[src/frrq_pkg.sv]
`timescale 1ns / 1ps
// ============================================================================
// frrq_pkg
// Shared codes, port widths and controller/datapath interface structs.
// ============================================================================
package frrq_pkg;

    // Handle slots held in configuration registers
    localparam int NUM_SLOTS = 4;

    // Port widths
    localparam int TIME_W      = 63;
    localparam int IN_TDATA_W  = 104;
    localparam int IN_TUSER_W  = 3;
    localparam int OUT_TDATA_W = 168;
    localparam int OUT_TUSER_W = 3;
    localparam int CFG_IDX_W   = 3;
    localparam int CFG_DATA_W  = 16;

    // Configuration register indexes
    localparam logic [CFG_IDX_W-1:0] CFG_CONN_FILTER  = 3'd0;
    localparam logic [CFG_IDX_W-1:0] CFG_SLOT_A       = 3'd1;
    localparam logic [CFG_IDX_W-1:0] CFG_SLOT_B       = 3'd2;
    localparam logic [CFG_IDX_W-1:0] CFG_SLOT_C       = 3'd3;
    localparam logic [CFG_IDX_W-1:0] CFG_SLOT_D       = 3'd4;
    localparam logic [CFG_IDX_W-1:0] CFG_SLOTS_IN_USE = 3'd5;

    // Input actions
    localparam logic [1:0] ACT_BEAT    = 2'd0;
    localparam logic [1:0] ACT_READ    = 2'd1;
    localparam logic [1:0] ACT_DISABLE = 2'd2;

    // Result kinds
    localparam logic [2:0] KIND_QUEUED   = 3'd0;
    localparam logic [2:0] KIND_PASSED   = 3'd1;
    localparam logic [2:0] KIND_BYTE     = 3'd2;
    localparam logic [2:0] KIND_EMPTY    = 3'd3;
    localparam logic [2:0] KIND_DISABLED = 3'd4;

    // Controller -> datapath
    typedef struct packed {
        logic in_ready;  // input side may take an item
        logic accept;    // item taken this cycle
        logic copy_rd;   // read one staging byte toward the ring
        logic age_calc;  // compute age of the report being read
        logic emit;      // load one report byte into the output register
    } t_dp_cmd;

    // Datapath -> controller
    typedef struct packed {
        logic in_valid;   // upstream offers an item
        logic out_free;   // output register can take a result
        logic goes_copy;  // offered item is a last beat that will be queued
        logic goes_read;  // offered item is a read of a non-empty ring
        logic copy_end;   // current staging byte is the last of the report
        logic read_end;   // current report byte is the last of the report
    } t_dp_sts;

endpackage

[src/frrq_ctrl.sv]
`timescale 1ns / 1ps
// ============================================================================
// frrq_ctrl
// Sequencer: idle/accept, staging-to-ring copy, report read-out.
// ============================================================================
module frrq_ctrl
    import frrq_pkg::*;
(
    input  logic    i_clk,
    input  logic    i_rst_n,
    input  t_dp_sts i_sts,
    output t_dp_cmd o_cmd
);

    localparam logic [2:0] S_IDLE  = 3'd0;
    localparam logic [2:0] S_COPY  = 3'd1;
    localparam logic [2:0] S_DRAIN = 3'd2;
    localparam logic [2:0] S_AGE   = 3'd3;
    localparam logic [2:0] S_EMIT  = 3'd4;

    logic [2:0] r_state;
    logic [2:0] n_state;

    always_comb begin
        n_state        = r_state;
        o_cmd          = '0;
        unique case (r_state)
            S_IDLE: begin
                o_cmd.in_ready = i_sts.out_free;
                o_cmd.accept   = i_sts.out_free & i_sts.in_valid;
                if (o_cmd.accept && i_sts.goes_copy) begin
                    n_state = S_COPY;
                end else if (o_cmd.accept && i_sts.goes_read) begin
                    n_state = S_AGE;
                end
            end
            S_COPY: begin
                o_cmd.copy_rd = 1'b1;
                if (i_sts.copy_end) begin
                    n_state = S_DRAIN;
                end
            end
            S_DRAIN: begin
                // last ring write lands this cycle
                n_state = S_IDLE;
            end
            S_AGE: begin
                o_cmd.age_calc = 1'b1;
                n_state        = S_EMIT;
            end
            S_EMIT: begin
                o_cmd.emit = i_sts.out_free;
                if (i_sts.out_free && i_sts.read_end) begin
                    n_state = S_IDLE;
                end
            end
            default: begin
                n_state = S_IDLE;
            end
        endcase
    end

    always_ff @(posedge i_clk) begin
        if (!i_rst_n) begin
            r_state <= S_IDLE;
        end else begin
            r_state <= n_state;
        end
    end

endmodule

[config.mk]
export PLATFORM = sky130hd
export DESIGN_NAME = frrq_ctrl
export DESIGN_NICKNAME = d
export VERILOG_FILES = /design/src/frrq_pkg.sv /design/src/frrq_ctrl.sv
export SDC_FILE = /design/constraint.sdc
export NUM_CORES = 1
export LEC_CHECK = 0
export BUFFER_PORTS_ARGS = -buffer_cell sky130_fd_sc_hd__buf_2
export CAP_MARGIN = 20
export CORE_AREA = 4 4 41 43
export CTS_CLUSTER_DIAMETER = 50
export DETAILED_ROUTE_END_ITERATION = 10
export DIE_AREA = 0 0 45 47
export RECOVER_POWER = 50
export SYNTH_ARGS = -nofsm -noshare
export SYNTH_HDL_FRONTEND = slang
export SYNTH_SLANG_ARGS = --single-unit
[constraint.sdc]
create_clock -name i_clk -period 1.75 [get_ports i_clk]
set_clock_uncertainty 0.15 [all_clocks]
set_input_delay 0.35 -clock i_clk [delete_from_list [all_inputs] [get_ports i_clk]]
set_output_delay 0.35 -clock i_clk [all_outputs]
set_load 0.02 [all_outputs]
==> out/summary.txt <==
Run status -> complete, no violations
I/O Buffers -> 12
Core area -> 1300 µm²
I/O Pins -> 13
Global routing's busiest layer -> met1
Area Growth Syn to Fin -> 60.6%
Mapped Avg Cell Area -> 8.16 µm²
CP endpoint kind -> output port
Clock buffer depth -> 2
TritonCTS clock tree -> built
Met1 Resource Use GR -> 6.11%
Vias per cell -> 4.04
GR met2 Demand/Resource -> 4.80%
Max reg flops -> 3
Fin util -> 21.2%
Diode count -> 0
Reg2Reg Depth -> 3
Post-synth ARST share -> 0%
Synth warn -> 0
Period utilisation layout -> 95.3%
Yosys top cell area share -> 35.0%
Fin area -> 275 µm²
Leading area contributor after synthesis -> dfxtp_1
Height of the die -> 47 µm
Post-synth EDFFs -> 0
Hold Path Stages -> 2
Final setup fails -> 0
Setup CP Type -> flip-flop to output port
Distinct cells, synth -> 14
Slew at the pin closest to its max-slew limit -> 0.247 ns
Total GRT Usage -> 5.36%
Reg with most FFs -> r_state
Fmax -> 0.600 GHz
H-tree levels -> 1
CP max FO -> 7
Setup TNS -> 0 ns
Starting Density -> 13.2%
Clock buffer count from CTS -> 3
CP required -> 1.25 ns
Top Registers -> r_state (3)
Placed Area -> 250 µm²
Global-route wire length before repair -> 690 µm
CP Launch Type -> flip-flop
Synth top area cells -> dfxtp_1 (35%), a211oi_2 (7.3%), and2_1 (7.3%)
FF+latch count, synth -> 3
Initial antenna violation count -> 0
Seq/Total Area, Yosys -> 35.0%
Routed length per placed instance -> 9.12 µm
RePlAce Congestion -> 0.726
Slew Limit Fails -> 0
Clk Latency, worst-skew pair -> 0.23 ns
Met3 usage -> 5.75%
Largest net degree at the start of global routing -> 8
Max cap viols -> 0
Pwr per Cell Area -> 840 nW/µm²
Synth Net Count -> 29
Drt total wl -> 474 µm
Placed Instances -> 48
Filler cell count -> 159
Synthesized cell area -> 171 µm²
RSZ-0062 raised after global routing -> false
Total number of vias -> 210
Critical Path AT -> 1.17 ns
Non-filler instance count after layout -> 52
Most frequent cells after synthesis -> dfxtp_1 (3), nor2_1 (3), and2_1 (2), nand2_1 (2), nand2b_1 (2)
Clock slew at reported path FFs -> 0.04 ns
Multi-input logic area -> 110 µm²
Die W -> 45 µm
Gate Count Post-Synth -> 21
P_leak -> 0.127 nW
Grt ovf -> 0
Root Buffer -> clkbuf_4
Hold Crit Class -> input pin to flip-flop
Number of global-route vias before repair -> 172
Fin. Hold Viols -> 0
Number of hold buffers added after CTS -> 0
Cell Rows -> 13
Ratio of cells with drive above 1 in the final layout -> 43.2%
Clock net sink count -> 3
Initial DRC Count -> 6
Register area -> 61.3 µm²
Final WS setup -> 0.0829 ns
Number of detailed-route iterations in the first pass -> 3
DP HPWL -> 384 µm
Maximum vdd drop -> 0.302 mV
Post-Place Setup Slack -> 0.243 ns
Post-route ant nets -> 0
Rel. slew slack -> 83.6%
Post-synth top flop -> dfxtp_1
Die area -> 2120 µm²
Minimum clock period -> 1.67 ns
Post-layout nets -> 46
DRC violations left -> 0
-- metrics by stage --
step | power, W | hold WS, ns
finish | 0.000231 | 0.166
detailed placement | 0.000111 | 0.408
global route | 0.000251 | 0.166
floorplan | 0.0000940 | 0.289
global placement | 0.000110 | 0.404
CTS | 0.000239 | 0.156
-- report_power, final --
| group | total, W | leakage (nW) | internal [W] | switching [W] |
|---|---|---|---|---|
| logic | 0.0000348 | 0.0872 | 0.0000156 | 0.0000192 |
| clock network | 0.000122 | 0.0150 | 0.0000855 | 0.0000365 |
| registers | 0.0000744 | 0.0248 | 0.0000714 | 0.00000302 |
-- layout make-up --
class	count	area share (%)
multi-input combinational	18	40.0
sequential	3	22.3
timing repair buffer	12	21.4
clock buffer	4	9.55
tap	15	6.82
-- timing repair --
action / 4_1_cts / 5_1_grt
gates resized for setup: 0 / 1
setup buffers: 0 / 0
endpoints found under the setup margin: 0 / 1
-- metal layers --
| metal | part of all wire, % | wire, µm | up-vias |
|---|---|---|---|
| met2 | 32 | 154 | 12 |
| met3 | 16 | 78 | 2 |
| met1 | 49 | 230 | 90 |
| met4 | 2.1 | 10 | 0 |
| li1 | - | - | 106 |
| met5 | 0 | 0 | - |
-- placed cells by master (no fill, tap or decap) --
cell       n
a22oi_1    1
dfxtp_1    2
and3b_1    1
o21ai_0    1
clkbuf_4   3
o21a_1     1
nand2b_1   2
clkbuf_1   2
nor3_1     1
and2_1     2
nand2_1    2
a21oi_1    1
nor2_1     3
a211oi_2   1
buf_2     11
dfxtp_2    1
a211oi_1   1
or2b_1     1
-- worst max-delay path: stages (launching register included) --
cell	delay, ns
dfxtp_2	0.34
and3b_1	0.30
and2_1	0.14
buf_2	0.15
-- worst paths after layout --
path,from,endpoint,slack [ns]
worst min-delay path,i_sts[3],r_state[1],0.17
worst min register to register,r_state[0],r_state[0],0.43
worst max register to register,r_state[0],r_state[0],0.64
worst max-delay path,r_state[0],o_cmd[3],0.08
-- cell families after synthesis --
family          share of synthesized area (%)
simple gates                             38.7
compound gates                           26.3
flops                                    35.0
No activity file was read; power rests on OpenSTA's default activity.
